## src/hw/rtl/xyli_pkg.sv

```systemverilog
//------------------------------------------------------------------------------
// xyli_pkg
// Shared types and constants of the line and arc interpolator.
//------------------------------------------------------------------------------
package xyli_pkg;

	localparam int COORD_BITS_DEF = 20;
	localparam int STEP_BITS      = 20;
	localparam logic [STEP_BITS-1:0] MAX_STEPS_RST = '1;

	localparam logic [1:0] CMD_LINE  = 2'd0;
	localparam logic [1:0] CMD_ARC   = 2'd1;
	localparam logic [1:0] CMD_QUICK = 2'd2;
	localparam logic [1:0] CMD_STEP  = 2'd3;

	localparam logic [1:0] MODE_IDLE    = 2'd0;
	localparam logic [1:0] MODE_LINE    = 2'd1;
	localparam logic [1:0] MODE_ARC_CW  = 2'd2;
	localparam logic [1:0] MODE_ARC_CCW = 2'd3;

	localparam logic [2:0] ST_MOVING = 3'd0;
	localparam logic [2:0] ST_DONE   = 3'd1;
	localparam logic [2:0] ST_ARCERR = 3'd2;
	localparam logic [2:0] ST_IDLE   = 3'd3;
	localparam logic [2:0] ST_LIMIT  = 3'd4;

	localparam logic [3:0] QM_ALL  = 4'hF;
	localparam logic [3:0] QM_NO0  = 4'hE;
	localparam logic [3:0] QM_NO1  = 4'hD;
	localparam logic [3:0] QM_NO2  = 4'hB;
	localparam logic [3:0] QM_NO3  = 4'h7;

	localparam logic [2:0] OP_NONE  = 3'd0;
	localparam logic [2:0] OP_START = 3'd1;
	localparam logic [2:0] OP_QUICK = 3'd2;
	localparam logic [2:0] OP_STEP  = 3'd3;
	localparam logic [2:0] OP_MUL   = 3'd4;
	localparam logic [2:0] OP_ITER  = 3'd5;
	localparam logic [2:0] OP_FIN   = 3'd6;

	typedef struct packed {
		logic [2:0] op;
	} xyli_cmd_t;

	typedef struct packed {
		logic finish;
		logic busy;
	} xyli_stat_t;

	function automatic logic quad_err(input logic [3:0] m);
		return m == QM_ALL || m == QM_NO0 || m == QM_NO1 || m == QM_NO2 || m == QM_NO3;
	endfunction

endpackage

```

## src/hw/rtl/xyli_ctrl.sv

```systemverilog
//------------------------------------------------------------------------------
// xyli_ctrl
// Sequencer: accepts a request, starts the datapath, holds the result.
//------------------------------------------------------------------------------
module xyli_ctrl import xyli_pkg::*; (
	input  logic       clk,
	input  logic       arst_n,
	input  logic       in_valid,
	input  logic [1:0] in_cmd,
	output logic       in_ready,
	output logic       out_valid,
	input  logic       out_ready,
	output xyli_cmd_t  cmd,
	input  xyli_stat_t stat
);

	localparam logic [1:0] S_IDLE = 2'd0;
	localparam logic [1:0] S_RUN  = 2'd1;
	localparam logic [1:0] S_OUT  = 2'd2;

	logic [1:0] state_q;
	logic       acc;

	assign in_ready  = (state_q == S_IDLE);
	assign out_valid = (state_q == S_OUT);
	assign acc       = in_valid && in_ready;

	always_comb begin
		cmd.op = OP_NONE;
		if (acc) begin
			case (in_cmd)
				CMD_LINE, CMD_ARC: cmd.op = OP_START;
				CMD_QUICK:         cmd.op = OP_QUICK;
				default:           cmd.op = OP_STEP;
			endcase
		end
	end

	always_ff @(posedge clk or negedge arst_n) begin
		if (!arst_n) begin
			state_q <= S_IDLE;
		end else begin
			case (state_q)
				S_IDLE: begin
					if (acc && in_cmd == CMD_STEP) state_q <= S_RUN;
				end
				S_RUN: begin
					if (stat.finish) state_q <= S_OUT;
				end
				S_OUT: begin
					if (out_ready) state_q <= S_IDLE;
				end
				default: state_q <= S_IDLE;
			endcase
		end
	end

`ifndef SYNTH
	a_no_accept_out: assert property (@(posedge clk) disable iff (!arst_n)
		out_valid |-> !in_ready) else $error("accept while result pending");
	a_fin_run: assert property (@(posedge clk) disable iff (!arst_n)
		stat.finish |-> state_q == S_RUN) else $error("finish outside run");
	a_out_hold: assert property (@(posedge clk) disable iff (!arst_n)
		out_valid && !out_ready |=> out_valid) else $error("result dropped");
`endif

endmodule

```

## config.mk

```make
export PLATFORM = sky130hd
export DESIGN_NAME = xyli_ctrl
export DESIGN_NICKNAME = d
export VERILOG_FILES = /design/src/hw/rtl/xyli_pkg.sv /design/src/hw/rtl/xyli_ctrl.sv
export SDC_FILE = /design/constraint.sdc
export NUM_CORES = 1
export LEC_CHECK = 0
export BUFFER_PORTS_ARGS = -buffer_cell sky130_fd_sc_hd__buf_2
export CAP_MARGIN = 20
export CORE_AREA = 3 3 40 42
export CTS_CLUSTER_SIZE = 12
export DETAILED_ROUTE_END_ITERATION = 6
export DIE_AREA = 0 0 43 45
export PLACE_DENSITY_LB_ADDON = 0.2
export SLEW_MARGIN = 20
export SYNTH_ARGS = -nofsm -noshare
export SYNTH_HDL_FRONTEND = slang
export SYNTH_SLANG_ARGS = --single-unit
export TNS_END_PERCENT = 100
```

## constraint.sdc

```tcl
create_clock -name clk -period 1.1 [get_ports clk]
set_input_delay 0.22 -clock clk [delete_from_list [all_inputs] [get_ports clk]]
set_output_delay 0.22 -clock clk [all_outputs]
set_load 0.005 [all_outputs]
```

==> results of run 1 <==
metrics by stage:
step	hold slack, ns	instances	cell area, um^2
6_report	0.249	47	262
5_1_grt	0.263	47	262
4_1_cts	0.249	44	233
3_3_place_gp	0.00519	39	193
2_1_floorplan	-0.0756	15	131
3_5_place_dp	0.00875	39	193
critical path: stages (launching register included):
cell,delay [ns]
dfrtp_1,0.39
buf_4,0.14
nor2b_2,0.14
buf_2,0.12
metal layers:
layer  vias to the layer above  track usage, %
li1                         83               -
met1                        68            5.54
met2                        14            5.39
met3                         0            3.59
met4                         0            5.42
met5                         -               0
final cells by class:
| type | instances | area, um^2 | area share (%) |
|---|---|---|---|
| repair buffers | 15 | 96.3 | 36.8 |
| clock buffers | 3 | 22.5 | 8.61 |
| multi-input cells | 11 | 70.1 | 26.8 |
| flip-flops and latches | 2 | 50.0 | 19.1 |
| well taps | 15 | 18.8 | 7.18 |
| inverters | 1 | 3.75 | 1.44 |
how the worst max path moves through the flow:
stage | to | slack (ns)
6_report | out_valid | -0.14
5_1_grt | cmd[0] | -0.21
4_1_cts | cmd[0] | -0.13
3_5_place_dp | cmd[1] | 0.07
3_3_place_gp | cmd[1] | 0.10
2_1_floorplan | cmd[1] | 0.18
power groups by stage:
stage          sequential (W)  combinational, W  clock [W]
3_5_place_dp        0.0000934         0.0000614          0
4_1_cts             0.0000901         0.0000718   0.000172
5_1_grt             0.0000899          0.000112   0.000183
3_3_place_gp        0.0000921         0.0000596          0
2_1_floorplan       0.0000906         0.0000321          0
6_report            0.0000890          0.000101   0.000162
repair_timing:
action                                 in CTS  in global routing
setup endpoints to repair                   4                  4
resized for setup                           0                  1
hold buffers                                1                  0
buffers inserted                            1                  3
gates cloned                                0                  0
pin swaps                                   3                  1
endpoints found under the hold margin       2                  0
cell families after synthesis:
logic type	after synthesis
AND/OR/NAND/NOR	8
AO/OA/AOI/OAI	2
other	1
buffers and inverters	2
flip-flops	2
placed cells by master, fill, tap and decap left out, drive strengths merged:
master / count
a21oi: 1
and3: 2
buf: 14
clkbuf: 3
conb: 1
dfrtp: 2
dlygate4sd3: 1
inv: 1
nand2: 1
nand2b: 2
nand4b: 1
nor2: 1
nor2b: 1
o2bb2ai: 1
==> metrics.yaml, run 1 <==
status:
  status: "finished with violations"
  violations: "negative setup slack"
clock_tree:
  cts_tree: "yes"
  cts-root-buf: "clkbuf_4"
  htree_levels: 1
  clock_sinks: 2
  cts.reportedPaths.clkPinSlew_ns: 0.03
  insertion_delay_ns: 0.22
  cts_buffers: 3
  cts.path.max_buffers: 2
power_and_ir_drop:
  power.switching_w: 0.0000837
  pwr-share-seq_pct: 25.3
  peakVddDrop_uv: 403
  clkPwrFrac_pct: 45.9
  combPwrFrac_pct: 28.8
  p_total_w: 0.000352
  internal-power_w: 0.000268
  switching_share_pct: 23.8
  leakage_nw: 0.144
  power.density_mw_per_mm2: 1350
placement:
  place.gp.congestion: 0.708
  pre_cts_slack_ns: 0.0744
  portBuffers: 10
synth:
  ys_top_cells_by_count: "and3_1 (2), dfrtp_1 (2), nand2b_1 (2)"
  yosys.area_share.simple_pct: 40.0
  yosys.area.top_type: "dfrtp_1"
  synth_top_area_share_pct: 38.1
  synth_nets: 23
  synth_cell_type_count: 12
  syn_avg_cell_area_um2: 8.76
  yosys_warnings: 0
  synth.area.mux_share_pct: 0
  synth-edff-count: 0
  yosysSeqAreaShare_pct: 38.1
  ys_top_cells_by_area: "dfrtp_1 (38%), and3_1 (9.5%), nand2b_1 (9.5%)"
  synth_adder_area_share_pct: 0
  postSynthCellCount: 15
  syn_area_um2: 131
  synth_compound_area_share_pct: 10.5
  synth.ff_latch_count: 2
  async_flop_share_pct: 100
  synth_top_family_by_area: "simple AND/OR/NAND/NOR gates"
  synthXorXnorAreaFrac_pct: 0
  yosys_most_used_dff: "dfrtp_1"
timing:
  rsz0062_at_grt: "true"
  fin_skew_ns: 0.00184
  setup_tns_ns: -0.462
  layout_min_cycle_time_ns: 1.24
  setup_violations: 4
  fin_crit_sh_pct: 112
  max_freq_mhz: 808
  setup_ws_ns: -0.137
  hold_viol: 0
  slew_violations: 0
detailed_routing:
  final_antenna_net_count: 0
  drc_errors: 0
  routed_via_density: 3.51
  first_iter_violations: 1
  via_count: 165
  avgRoutedWirePerCell_um: 7.57
  top_layer: "met3"
  met3_length_um: 52
  drtPass1Iterations: 2
  route.met2.wl_um: 133
  finalWirelength_um: 356
  m1WireLength_um: 170
global_routing:
  track_usage_pct: 4.91
  gr-total-overflow: 0
  antenna_found_initial: 0
  grt_pass1_vias: 158
  grt_max_degree: 5
  grt_pass1_wl_um: 641
layout:
  top_regs: "state_q: 2 flops"
  area_delta_synth_final_pct: 99.0
  drive_gt1_share_pct: 59.4
  regMostFlops: "state_q"
  fillers: 144
  nNetsFinal: 42
  diodes: 0
  largest_reg_flops: 2
  fin_util_pct: 20.4
floorplanning:
  dieArea_mm2: 0.00194
  die_h_um: 45
  floorplan.die.width_um: 43
  ios: 13
  fp-row-count: 13
  core_mm2: 0.00128
  start_util_pct: 10.2
critical_path:
  r2r_start: "state_q[1]"
  reg2reg_depth: 3
  worstPathRequired_ns: 0.88
  critPathLaunchType: "flop"
  path_class: "flop to output pin"
  cp_max_fo: 3
  crit_start: "state_q[1]"
  end_kind: "output pin"
  cp_data_arrival_time_ns: 1.02
  reg2reg_slack_ns: 0.20
  r2r_end: "state_q[1]"
job:
  max_cap_violations: 0
worst_hold_path:
  hp-start: "out_ready"
  min_path_type: "input pin to flop"
  holdPathEnd: "state_q[1]"
  whs_path_depth: 3
(Power assumes the default switching activity.)
==> run 2: changes to the inputs <==
Settings changed: REMOVE_ABC_BUFFERS set to 1.
==> metrics.yaml, run 2 (same netlist as run 1, synthesis figures left out) <==
power_and_ir_drop:
  internal-power_w: 0.000264  # was 0.000268 W
  power.density_mw_per_mm2: 1360  # was 1350 mW/mm^2
  combPwrFrac_pct: 27.8  # was 28.8%
  clkPwrFrac_pct: 46.8  # was 45.9%
  peakVddDrop_uv: 404  # was 403 uV
  pwr-share-seq_pct: 25.4  # was 25.3%
  switching_share_pct: 23.8  # about the same
  power.switching_w: 0.0000826  # was 0.0000837 W
  leakage_nw: 0.138  # was 0.144 nW
global_routing:
  grt_use_met1_pct: 5.06  # was 5.54%
  grt_max_degree: 5  # unchanged
  antenna_found_initial: 0  # unchanged
  grt_pass1_vias: 154  # was 158
  met2_usage_pct: 6.29  # was 5.39%
  track_usage_pct: 5.00  # was 4.91%
  busiest_layer: "met2"  # was met1
  gr-total-overflow: 0  # unchanged
  grt_pass1_wl_um: 648  # was 641 um
  met3_usage_pct: 3.59  # unchanged
job:
  max_cap_violations: 0  # unchanged
layout:
  drive_gt1_share_pct: 58.1  # was 59.4%
  fin_util_pct: 19.8  # was 20.4%
  top_regs: "state_q: 2 flops"  # unchanged
  diodes: 0  # unchanged
  largest_reg_flops: 2  # unchanged
  final_area_um2: 254  # was 262 um^2
  mostFrequentLayoutCell: "buf_2"  # unchanged
  area_delta_synth_final_pct: 93.3  # was 99.0%
  final_cell_mix: "buf_2 (9), clkbuf_4 (3), buf_4 (3)"  # was buf_2 (9), buf_4 (4), clkbuf_4 (3)
  regMostFlops: "state_q"  # unchanged
  layout.cells.non_filler: 46  # was 47
  fillers: 150  # was 144
  nNetsFinal: 41  # was 42
clock_tree:
  cts.path.max_buffers: 2  # unchanged
  htree_levels: 1  # unchanged
  cts_buffers: 3  # unchanged
  cts-root-buf: "clkbuf_4"  # unchanged
  cts_tree: "yes"  # unchanged
  cts.reportedPaths.clkPinSlew_ns: 0.03  # about the same
  clock_sinks: 2  # unchanged
  insertion_delay_ns: 0.22  # about the same
status:
  violations: "negative setup slack"  # unchanged
  status: "finished with violations"  # unchanged
placement:
  place.gp.congestion: 0.708  # unchanged
  post_dp_cell_area_um2: 193  # unchanged
  portBuffers: 10  # unchanged
  dp_cells: 39  # unchanged
timing:
  setup_violations: 4  # unchanged
  fin_crit_sh_pct: 112  # about the same
  slew_violations: 0  # unchanged
  layout_min_cycle_time_ns: 1.23  # was 1.24 ns
  setup_ws_ns: -0.128  # was -0.137 ns
  max_freq_mhz: 814  # was 808 MHz
  hold_viol: 0  # unchanged
  fin_hold_ws_ns: 0.251  # was 0.249 ns
  setup_tns_ns: -0.411  # was -0.462 ns
  fin_skew_ns: 0.00173  # was 0.00184 ns
  rsz0062_at_grt: "true"  # unchanged
floorplanning:
  core_mm2: 0.00128  # unchanged
  ios: 13  # unchanged
  floorplan.die.width_um: 43  # unchanged
  fp-row-count: 13  # unchanged
  start_util_pct: 10.2  # unchanged
  die_h_um: 45  # unchanged
  dieArea_mm2: 0.00194  # unchanged
worst_hold_path:
  min_path_type: "input pin to flop"  # unchanged
critical_path:
  cp_max_fo: 3  # unchanged
  cp_data_arrival_time_ns: 1.01  # was 1.02 ns
  path_class: "flop to output pin"  # unchanged
  end_kind: "output pin"  # unchanged
  critPathLaunchType: "flop"  # unchanged
  worstPathRequired_ns: 0.88  # about the same
detailed_routing:
  via_count: 164  # was 165
  avgRoutedWirePerCell_um: 7.80  # was 7.57 um
  finalWirelength_um: 359  # was 356 um
  routed_via_density: 3.57  # was 3.51
  first_iter_violations: 3  # was 1
  drtPass1Iterations: 3  # was 2
  drc_errors: 0  # unchanged
  final_antenna_net_count: 0  # unchanged
## run 2: cell count changes in the layout (fill, tap and decap cells not counted), sizes merged
cell / previous run / this run
buf: 14 / 13
## run 2: final timing paths
kind	slack, ns	cells after the start	start	to
worst max-delay path	-0.13	3	state_q[1]	out_valid
worst min-delay path	0.25	3	out_ready	state_q[1]
worst max register to register	0.21	3	state_q[1]	state_q[1]
worst min register to register	0.55	2	state_q[1]	state_q[0]
max in group asynchronous	0.69	2	arst_n	state_q[1]
min in group asynchronous	0.32	2	arst_n	state_q[0]
## run 2: worst max-delay path, stage by stage (launching register included)
cell and delay [ns]:
dfrtp_1 0.38, buf_4 0.14, nor2b_2 0.15, buf_2 0.12
## run 2: final cells by class
class                   instances  area [um^2]  share of cell area [%]
repair buffers                 14         88.8                    35.0
multi-input cells              11         70.1                    27.6
flip-flops and latches          2         50.0                    19.7
clock buffers                   3         22.5                    8.87
well taps                      15         18.8                    7.39
inverters                       1         3.75                    1.48
## run 2: per-stage QoR
step | power (W) | setup WS, ns
after floorplan | 0.000120 | 0.181
after global placement | 0.000152 | 0.104
after detailed placement | 0.000155 | 0.0659
after CTS | 0.000335 | -0.135
after global routing | 0.000379 | -0.181
final | 0.000346 | -0.128
## run 2: layer usage
layer / wire length (um) / vias up
met1: 180 / 70
met2: 134 / 13
met5: 0 / -
li1: - / 81
met4: 0 / 0
met3: 44 / 0
## run 2: what timing repair did
item                                   CTS  global route
endpoints found under the hold margin    2             0
setup endpoints to repair                4             4
buffers inserted                         1             2
hold buffers                             1             0
gates cloned                             0             0
pin swaps                                3             3
gates resized for setup                  0             1
## run 2: power by group through the flow
stage	logic [W]	clock network [W]	registers (W)
after floorplan	0.0000295	0	0.0000906
after global placement	0.0000597	0	0.0000921
after detailed placement	0.0000616	0	0.0000935
after CTS	0.0000725	0.000172	0.0000899
after global routing	0.000107	0.000183	0.0000893
final	0.0000964	0.000162	0.0000879
