[config.mk]
export PLATFORM = sky130hd
export DESIGN_NAME = xyli_dp
export DESIGN_NICKNAME = d
export VERILOG_FILES = /design/src/hw/rtl/xyli_pkg.sv /design/src/hw/rtl/xyli_dp.sv
export SDC_FILE = /design/constraint.sdc
export NUM_CORES = 2
export LEC_CHECK = 0
export ABC_CLOCK_PERIOD_IN_PS = 25800
export BUFFER_PORTS_ARGS = -buffer_cell sky130_fd_sc_hd__buf_2
export CORE_AREA = 2 2 390 547
export CTS_CLUSTER_SIZE = 30
export DETAILED_ROUTE_END_ITERATION = 12
export DIE_AREA = 0 0 392 549
export PLACE_DENSITY = 0.63
export SYNTH_ARGS = -nofsm -noshare
export SYNTH_HDL_FRONTEND = slang
export SYNTH_SLANG_ARGS = --single-unit
[constraint.sdc]
create_clock -name clk -period 25.8 [get_ports clk]
set_input_delay 2.58 -clock clk [delete_from_list [all_inputs] [get_ports clk]]
set_output_delay 2.58 -clock clk [all_outputs]
set_load 0.05 [all_outputs]
[src/hw/rtl/xyli_pkg.sv]
//------------------------------------------------------------------------------
// xyli_pkg
// Shared types and constants of the line and arc interpolator.
//------------------------------------------------------------------------------
package xyli_pkg;

	localparam int COORD_BITS_DEF = 20;
	localparam int STEP_BITS      = 20;
	localparam logic [STEP_BITS-1:0] MAX_STEPS_RST = '1;

	localparam logic [1:0] CMD_LINE  = 2'd0;
	localparam logic [1:0] CMD_ARC   = 2'd1;
	localparam logic [1:0] CMD_QUICK = 2'd2;
	localparam logic [1:0] CMD_STEP  = 2'd3;

	localparam logic [1:0] MODE_IDLE    = 2'd0;
	localparam logic [1:0] MODE_LINE    = 2'd1;
	localparam logic [1:0] MODE_ARC_CW  = 2'd2;
	localparam logic [1:0] MODE_ARC_CCW = 2'd3;

	localparam logic [2:0] ST_MOVING = 3'd0;
	localparam logic [2:0] ST_DONE   = 3'd1;
	localparam logic [2:0] ST_ARCERR = 3'd2;
	localparam logic [2:0] ST_IDLE   = 3'd3;
	localparam logic [2:0] ST_LIMIT  = 3'd4;

	localparam logic [3:0] QM_ALL  = 4'hF;
	localparam logic [3:0] QM_NO0  = 4'hE;
	localparam logic [3:0] QM_NO1  = 4'hD;
	localparam logic [3:0] QM_NO2  = 4'hB;
	localparam logic [3:0] QM_NO3  = 4'h7;

	localparam logic [2:0] OP_NONE  = 3'd0;
	localparam logic [2:0] OP_START = 3'd1;
	localparam logic [2:0] OP_QUICK = 3'd2;
	localparam logic [2:0] OP_STEP  = 3'd3;
	localparam logic [2:0] OP_MUL   = 3'd4;
	localparam logic [2:0] OP_ITER  = 3'd5;
	localparam logic [2:0] OP_FIN   = 3'd6;

	typedef struct packed {
		logic [2:0] op;
	} xyli_cmd_t;

	typedef struct packed {
		logic finish;
		logic busy;
	} xyli_stat_t;

	function automatic logic quad_err(input logic [3:0] m);
		return m == QM_ALL || m == QM_NO0 || m == QM_NO1 || m == QM_NO2 || m == QM_NO3;
	endfunction

endpackage

[src/hw/rtl/xyli_dp.sv]
//------------------------------------------------------------------------------
// xyli_dp
// Position state, serial divider, serial square root and step logic.
//------------------------------------------------------------------------------
module xyli_dp import xyli_pkg::*; #(
	parameter int COORD_BITS = COORD_BITS_DEF
) (
	input  logic                    clk,
	input  logic                    arst_n,
	input  xyli_cmd_t               cmd,
	output xyli_stat_t              stat,
	input  logic [1:0]              in_cmd,
	input  logic [COORD_BITS-1:0]   tgt_x,
	input  logic [COORD_BITS-1:0]   tgt_y,
	input  logic [COORD_BITS-1:0]   off_x,
	input  logic [COORD_BITS-1:0]   off_y,
	input  logic                    ccw_in,
	input  logic [STEP_BITS-1:0]    max_steps,
	output logic [COORD_BITS-1:0]   pt_x,
	output logic [COORD_BITS-1:0]   pt_y,
	output logic [2:0]              pt_status
);

	localparam int CW  = COORD_BITS;
	localparam int DW  = CW + 2;          // difference / centre offset width
	localparam int PW  = 2 * DW;          // products and squared radius
	localparam int RW  = PW / 2;          // root width
	localparam int VW  = PW + DW;         // shifted divisor width
	localparam int CNW = $clog2(PW + 1);

	logic signed [CW-1:0]  cur_x_q, cur_y_q, sx_q, sy_q, ex_q, ey_q;
	logic signed [CW:0]    cx_q, cy_q;
	logic        [PW-1:0]  r2_q;
	logic        [3:0]     qm_q;
	logic        [1:0]     mode_q;
	logic [STEP_BITS-1:0]  steps_q;

	// Iteration registers of the divider and the root; rem_q and acc_q are shared.
	logic        [PW-1:0]  rem_q, acc_q, bit_q;
	logic        [VW-1:0]  den_q;
	logic        [CNW-1:0] cnt_q;
	logic                  busy_q, neg_q, sqrt_q, side_q, fin_q;
	logic        [2:0]     ph_q;
	logic signed [CW-1:0]  ny_q;
	logic        [2:0]     st_q;

	// Arc-start arithmetic.
	logic signed [CW:0]   ncx, ncy;
	logic signed [DW-1:0] ddx, ddy;
	assign ncx = CW'(0) + {cur_x_q[CW-1], cur_x_q} + {off_x[CW-1], off_x};
	assign ncy = {cur_y_q[CW-1], cur_y_q} + {off_y[CW-1], off_y};
	assign ddx = {{2{tgt_x[CW-1]}}, tgt_x} - DW'(ncx);
	assign ddy = {{2{tgt_y[CW-1]}}, tgt_y} - DW'(ncy);

	// Arc end test on current registers.
	logic signed [DW-1:0] px, exd, ry;
	logic                 arc_fin;
	assign px  = DW'(cur_x_q) - DW'(cx_q);
	assign exd = DW'(ex_q) - DW'(cx_q);
	assign ry  = DW'(cur_y_q) - DW'(cy_q);
	assign arc_fin = (cur_y_q == ey_q) && ((px[DW-1] == exd[DW-1]) || px == '0 || exd == '0);

	logic signed [DW-1:0] ldx, ldy;
	assign ldx = DW'(ex_q) - DW'(sx_q);
	assign ldy = DW'(ey_q) - DW'(sy_q);

	logic        [PW-1:0] sub;
	logic                 ge;
	assign sub = rem_q - (sqrt_q ? (acc_q + bit_q) : den_q[PW-1:0]);
	assign ge  = sqrt_q ? (rem_q >= acc_q + bit_q) : ({DW'(0), rem_q} >= den_q);

	logic signed [DW-1:0] mul_a, mul_b;
	logic signed [PW-1:0] prod, prod_y;
	assign prod   = mul_a * mul_b;
	assign prod_y = ddy * ddy;

	logic [STEP_BITS-1:0] steps_n;
	assign steps_n = (steps_q == '1) ? steps_q : steps_q + 1'b1;

	assign stat.busy   = busy_q;
	assign stat.finish = fin_q;
	assign pt_x        = cur_x_q;
	assign pt_y        = cur_y_q;
	assign pt_status   = st_q;

	logic signed [DW-1:0] ydiff;
	assign ydiff = DW'(ny_q) - DW'(cy_q);

	always_comb begin
		mul_a = '0;
		mul_b = '0;
		if (cmd.op == OP_START) begin
			mul_a = ddx; mul_b = ddx;
		end else if (ph_q == 3'd1) begin
			mul_a = DW'(ny_q) - DW'(sy_q);
			mul_b = ldx;
		end else if (ph_q == 3'd4) begin
			mul_a = ydiff; mul_b = ydiff;
		end
	end

	// Status at the end of a step: ST_LIMIT when d is clear and the count has reached the limit, else s.
	function automatic logic [2:0] end_status(input logic d, input logic [2:0] s,
		input logic [STEP_BITS-1:0] n, input logic [STEP_BITS-1:0] m);
		if (!d && n >= m) return ST_LIMIT;
		return s;
	endfunction

	always_ff @(posedge clk or negedge arst_n) begin
		if (!arst_n) begin
			cur_x_q <= '0; cur_y_q <= '0; sx_q <= '0; sy_q <= '0;
			ex_q <= '0; ey_q <= '0; cx_q <= '0; cy_q <= '0; r2_q <= '0;
			qm_q <= '0; mode_q <= MODE_IDLE; steps_q <= '0;
			busy_q <= 1'b0; fin_q <= 1'b0; ph_q <= '0; st_q <= ST_IDLE;
			rem_q <= '0; acc_q <= '0; bit_q <= '0; den_q <= '0; cnt_q <= '0;
			neg_q <= 1'b0; sqrt_q <= 1'b0; side_q <= 1'b0; ny_q <= '0;
		end else begin
			fin_q <= 1'b0;
			case (cmd.op)
				OP_START: begin
					sx_q <= cur_x_q; sy_q <= cur_y_q;
					ex_q <= tgt_x; ey_q <= tgt_y;
					steps_q <= '0; qm_q <= '0;
					if (in_cmd == CMD_LINE) begin
						mode_q <= MODE_LINE;
					end else begin
						cx_q <= ncx; cy_q <= ncy;
						r2_q <= PW'(prod) + PW'(prod_y);
						mode_q <= ccw_in ? MODE_ARC_CCW : MODE_ARC_CW;
					end
				end
				OP_QUICK: begin
					cur_x_q <= tgt_x; cur_y_q <= tgt_y; mode_q <= MODE_IDLE;
				end
				OP_STEP: begin
					busy_q <= 1'b1;
					if (mode_q == MODE_IDLE) begin
						st_q <= ST_IDLE; fin_q <= 1'b1; busy_q <= 1'b0;
					end else if (mode_q == MODE_LINE) begin
						if (ldx == '0 || ldy == '0 || cur_y_q == ey_q ||
							cur_y_q + (ldy[DW-1] ? -1 : 1) == ey_q) begin
							cur_x_q <= ex_q; cur_y_q <= ey_q;
							st_q <= ST_DONE; mode_q <= MODE_IDLE;
							steps_q <= steps_n; fin_q <= 1'b1; busy_q <= 1'b0;
						end else begin
							ny_q <= ldy[DW-1] ? cur_y_q - 1'b1 : cur_y_q + 1'b1;
							ph_q <= 3'd1;
						end
					end else if (arc_fin) begin
						st_q <= quad_err(qm_q) ? ST_ARCERR : ST_DONE;
						mode_q <= MODE_IDLE; steps_q <= steps_n;
						fin_q <= 1'b1; busy_q <= 1'b0;
					end else begin
						if (mode_q == MODE_ARC_CCW && (!px[DW-1] && px != '0 ||
							px == '0 && ry[DW-1])) begin
							qm_q[0] <= 1'b1; ny_q <= cur_y_q + 1'b1; side_q <= 1'b1;
							ph_q <= 3'd4;
						end else if (mode_q == MODE_ARC_CCW && (px[DW-1] ||
							px == '0 && ry != '0)) begin
							qm_q[1] <= 1'b1; ny_q <= cur_y_q - 1'b1; side_q <= 1'b0;
							ph_q <= 3'd4;
						end else if (mode_q == MODE_ARC_CW && (!px[DW-1] && px != '0 ||
							px == '0 && !ry[DW-1] && ry != '0)) begin
							qm_q[2] <= 1'b1; ny_q <= cur_y_q - 1'b1; side_q <= 1'b1;
							ph_q <= 3'd4;
						end else if (mode_q == MODE_ARC_CW && (px[DW-1] ||
							px == '0 && ry[DW-1])) begin
							qm_q[3] <= 1'b1; ny_q <= cur_y_q + 1'b1; side_q <= 1'b0;
							ph_q <= 3'd4;
						end else begin
							// Position sits on the centre: no rule applies.
							st_q <= ST_ARCERR; mode_q <= MODE_IDLE; steps_q <= steps_n;
							fin_q <= 1'b1; busy_q <= 1'b0;
						end
					end
				end
				default: begin
				end
			endcase

			case (ph_q)
				3'd1: begin
					// Set up the restoring divider on magnitudes.
					neg_q <= prod[PW-1] ^ ldy[DW-1];
					rem_q <= prod[PW-1] ? PW'(-prod) : PW'(prod);
					den_q <= VW'(ldy[DW-1] ? -ldy : ldy) << (PW - 1);
					acc_q <= '0; sqrt_q <= 1'b0;
					cnt_q <= CNW'(PW); ph_q <= 3'd2;
				end
				3'd2: begin
					if (cnt_q == '0) begin
						ph_q <= 3'd3;
					end else begin
						if (ge) rem_q <= sub;
						acc_q <= {acc_q[PW-2:0], ge};
						den_q <= den_q >> 1;
						cnt_q <= cnt_q - 1'b1;
					end
				end
				3'd3: begin
					cur_x_q <= CW'(sx_q + (neg_q ? CW'(-acc_q) : CW'(acc_q)));
					cur_y_q <= ny_q;
					st_q <= end_status(1'b0, ST_MOVING, steps_n, max_steps);
					if (steps_n >= max_steps) mode_q <= MODE_IDLE;
					steps_q <= steps_n;
					ph_q <= 3'd0; fin_q <= 1'b1; busy_q <= 1'b0;
				end
				3'd4: begin
					if (PW'(prod) >= r2_q) begin
						rem_q <= '0;
					end else begin
						rem_q <= r2_q - PW'(prod);
					end
					acc_q <= '0; sqrt_q <= 1'b1;
					bit_q <= PW'(1) << (PW - 2);
					cnt_q <= CNW'(RW); ph_q <= 3'd5;
				end
				3'd5: begin
					if (cnt_q == '0) begin
						ph_q <= 3'd7;
						cur_y_q <= ny_q;
						cur_x_q <= side_q ? CW'(cx_q + CW'(acc_q)) : CW'(cx_q - CW'(acc_q));
					end else begin
						if (ge) begin
							rem_q <= sub;
							acc_q <= (acc_q >> 1) + bit_q;
						end else begin
							acc_q <= acc_q >> 1;
						end
						bit_q <= bit_q >> 2;
						cnt_q <= cnt_q - 1'b1;
					end
				end
				3'd7: begin
					if (arc_fin) begin
						st_q <= quad_err(qm_q) ? ST_ARCERR : ST_DONE;
						mode_q <= MODE_IDLE;
					end else begin
						st_q <= end_status(1'b0, ST_MOVING, steps_n, max_steps);
						if (steps_n >= max_steps) mode_q <= MODE_IDLE;
					end
					steps_q <= steps_n;
					ph_q <= 3'd0; fin_q <= 1'b1; busy_q <= 1'b0;
				end
				default: begin
				end
			endcase
		end
	end

`ifndef SYNTH
	a_fin_pulse: assert property (@(posedge clk) disable iff (!arst_n)
		fin_q |=> !fin_q) else $error("finish held");
	a_idle_after_fin: assert property (@(posedge clk) disable iff (!arst_n)
		fin_q |-> !busy_q) else $error("busy at finish");
	a_done_idles: assert property (@(posedge clk) disable iff (!arst_n)
		fin_q && (st_q == ST_DONE || st_q == ST_LIMIT || st_q == ST_ARCERR)
		|-> mode_q == MODE_IDLE) else $error("move not ended");
`endif

endmodule
==> impl_metrics.py <==
metrics = {
    "setup_path": {
        "critPathMostFrequentCell": "fa_1",
        "crit_path_end_kind": "flop",
        "worstSetupStartpointType": "input port",
        "cpPeakStageDelay_ns": 0.91,
        "critPathKind": "input port to flop",
        "slowest_stage": "a21oi_2",
        "required_ns": 26.33,
        "crit_fanout": 22,
        "cp.arrival_ns": 21.12,
    },
    "timing": {
        "timing_hold_violations_final": 0,
        "hold_ws_ns": 0.485,
        "skew_ns": 0.0746,
        "fin_crit_sh_pct": 79.8,
        "max_freq_mhz": 48.6,
        "rsz0062_at_grt": "false",
        "drv_slew": 2,
        "post-route-min-period_ns": 20.59,
        "worst_pin_slew_ns": 1.55,
        "setup_viol": 0,
        "setup_tns_ns": 0,
        "slew_headroom_pct": -4.41,
    },
    "worst_hold_path": {
        "hp-class": "flop to flop",
    },
    "floorplanning": {
        "die_area_um2": 215000,
        "io_pins": 153,
        "die_h_um": 549,
        "rows": 200,
        "start_util_pct": 39.8,
        "fp.coreArea_um2": 211000,
        "die_x_um": 392,
    },
    "logic_synthesis": {
        "synth-simple-area-share_pct": 16.6,
        "synth_top_family_by_area": "adder cells",
        "synth_fa_ha_area_share_pct": 37.2,
        "syn_nets": 12100,
        "synthCells": 10100,
        "synth_seq_area_share_pct": 13.3,
        "ys_top_cells_by_area": "fa_1, dfrtp_1, ha_1",
        "ys_warn_count": 0,
        "yosysTopAreaCellShare_pct": 24.9,
        "netlist_area_um2": 83900,
        "synth_edf_count": 0,
        "synth_cell_types": 112,
        "synth-xor-area-share_pct": 5.82,
        "yosysTopAreaCell": "fa_1",
        "synthArstFlopShare_pct": 100,
        "ys_dominant_reg_cell": "dfrtp_1",
        "synth_mux_area_share_pct": 1.54,
        "synth_seq_cells": 445,
        "syn_area_per_cell_um2": 8.30,
        "synth-compound-area-share_pct": 16.9,
    },
    "detailed_routing": {
        "wire_per_inst_um": 24.9,
        "dr.first_iter.drc_count": 5932,
        "dr.pass1.iters": 8,
        "ant_nets": 0,
        "vias": 75100,
        "routed_via_density": 5.79,
        "routed_wl_um": 323000,
        "drc": 0,
    },
    "place": {
        "placed_area_um2": 88200,
        "place.gp.congestion": 1.07,
        "hpwl_um": 265000,
        "port_buffers": 152,
    },
    "global_routing": {
        "grt_pass1_vias": 78300,
        "overflow": 0,
        "grt_pass1_wl_um": 488000,
        "antenna_found_initial": 29,
        "grt_usage_pct": 30.1,
        "grt_max_degree": 152,
    },
    "cts": {
        "cts_tree": "yes",
        "clock_sinks": 445,
        "post_cts_buffers": 0,
        "cts_buffers": 55,
        "cts.clk_slew.worst_paths_ns": 0.07,
        "htreeDepth": 2,
        "clk_latency_ns": 0.71,
        "root_buffer": "clkbuf_16",
        "cts_resized": 0,
        "cts_hold_buf": 0,
        "clk_path_buf_depth": 3,
    },
    "layout": {
        "fillers": 21200,
        "stdcell_area_um2": 90200,
        "drive_gt1_share_pct": 6.11,
        "finish.utilization_pct": 42.8,
        "area_growth_pct": 7.56,
        "finalNetCount": 12100,
    },
    "status": {
        "outcome": "complete, but fails checks",
        "violations": "max-capacitance violations, max-slew violations",
    },
    "run": {
        "max_cap_viol_count": 1,
    },
}
[cell families (layout without fill, tap and decap cells)]
family                     count (synthesis)  count (layout)
other                                      1              22
adders and majority gates               1864            1864
and+or+nand+nor                         3003            3003
AOI/OAI and AO/OA                       2188            2188
xor gates and xnor gates                 556             556
buffers and inverters                   1919            1948
muxes                                    121             121
DFF                                      445             445
[worst paths after layout]
check                              start         to  slack (ns)  cells after the start
worst max-delay path            off_x[0]   r2_q[43]        5.21                     63
worst min-delay path             cy_q[2]    cy_q[2]        0.49                      2
worst max register to register   pt_x[2]   r2_q[43]        6.71                     60
worst min register to register   cy_q[2]    cy_q[2]        0.49                      2
max in group asynchronous         arst_n  den_q[64]       20.86                      4
min in group asynchronous         arst_n  acc_q[42]        1.94                      1
[metrics by stage]
stage	setup slack [ns]	cells
global route	4.16	13000
finish	5.21	13000
global placement	5.05	12900
floorplan	8.03	10100
CTS	5.50	13000
detailed placement	4.88	12900
[synth_stat cells, types with 32 or more instances]
| cell type | n |
|---|---|
| a211oi_1 | 62 |
| a21o_1 | 197 |
| a21oi_1 | 507 |
| a221oi_1 | 67 |
| a31oi_1 | 92 |
| and2_1 | 120 |
| and3_1 | 98 |
| clkbuf_1 | 347 |
| dfrtp_1 | 443 |
| fa_1 | 1045 |
| ha_1 | 816 |
| inv_1 | 1522 |
| mux2_2 | 58 |
| mux2i_1 | 59 |
| nand2_1 | 1175 |
| nand2b_1 | 90 |
| nand3_1 | 201 |
| nand4_1 | 63 |
| nor2_1 | 680 |
| nor2b_1 | 96 |
| nor3_1 | 197 |
| nor4_1 | 48 |
| o211ai_1 | 54 |
| o21a_1 | 100 |
| o21ai_0 | 569 |
| o21ai_1 | 32 |
| o21bai_1 | 59 |
| o22ai_1 | 33 |
| o31ai_1 | 49 |
| or2_2 | 37 |
| or3_1 | 75 |
| xnor2_1 | 330 |
| xor2_1 | 225 |
[sequential cells by signal (all words and copies together), names as in the netlist, 2 cells and up]
signal	count
sy_q	20
bit_q	22
ey_q	20
cx_q	21
mode_q	2
steps_q	20
ny_q	20
qm_q	4
cnt_q	6
r2_q	44
sx_q	20
acc_q	44
rem_q	44
ex_q	20
cy_q	21
pt_x	20
pt_status	3
den_q	66
ph_q	3
pt_y	20
[critical path: cells and delay by family]
family,cells,cell delay (ns)
compound gates,23,6.10
buf+inv,10,0.66
simple gates,7,1.61
xor+xnor,4,1.93
fa+ha+maj,19,8.21
[cell usage in the layout (no fill, tap or decap), types with 75 or more instances in the layout]
cell type,synthesis,final
inv_1,1522,1522
fa_1,1045,1045
nand2_1,1175,1174
xnor2_1,330,327
ha_1,816,816
and3_1,98,98
o21ai_0,569,567
a31oi_1,92,91
xor2_1,225,222
and2_1,120,119
nor2b_1,96,94
buf_4,2,165
nor2_1,680,674
or3_1,75,75
a21o_1,197,196
buf_2,11,152
nand3_1,201,201
dfrtp_1,443,442
o21a_1,100,100
nor3_1,197,194
a21oi_1,507,492
nand2b_1,90,90
[cell type report]
type,count,area [um^2],share of cell area [%]
multi-input cells,7733,65800,72.9
repair buffers,319,2030,2.26
clock buffers,68,1520,1.68
well taps,2828,3540,3.92
flip-flops and latches,445,11100,12.4
inverters,1528,5740,6.36
clock inverters,33,418,0.463
diodes,21,52.6,0.0583
[layer usage]
layer | routed length, um | global-route usage, % | vias to the layer above
met1 | 114000 | 32.6 | 37100
li1 | - | - | 33800
met4 | 32300 | 24.7 | 18
met2 | 154000 | 51.1 | 3055
met3 | 21700 | 5.54 | 1129
met5 | 116 | 0 | -
Power is left out: the tool's default activity adds up to more than one toggle a clock period on the data nets, which glitch-free logic cannot reach.
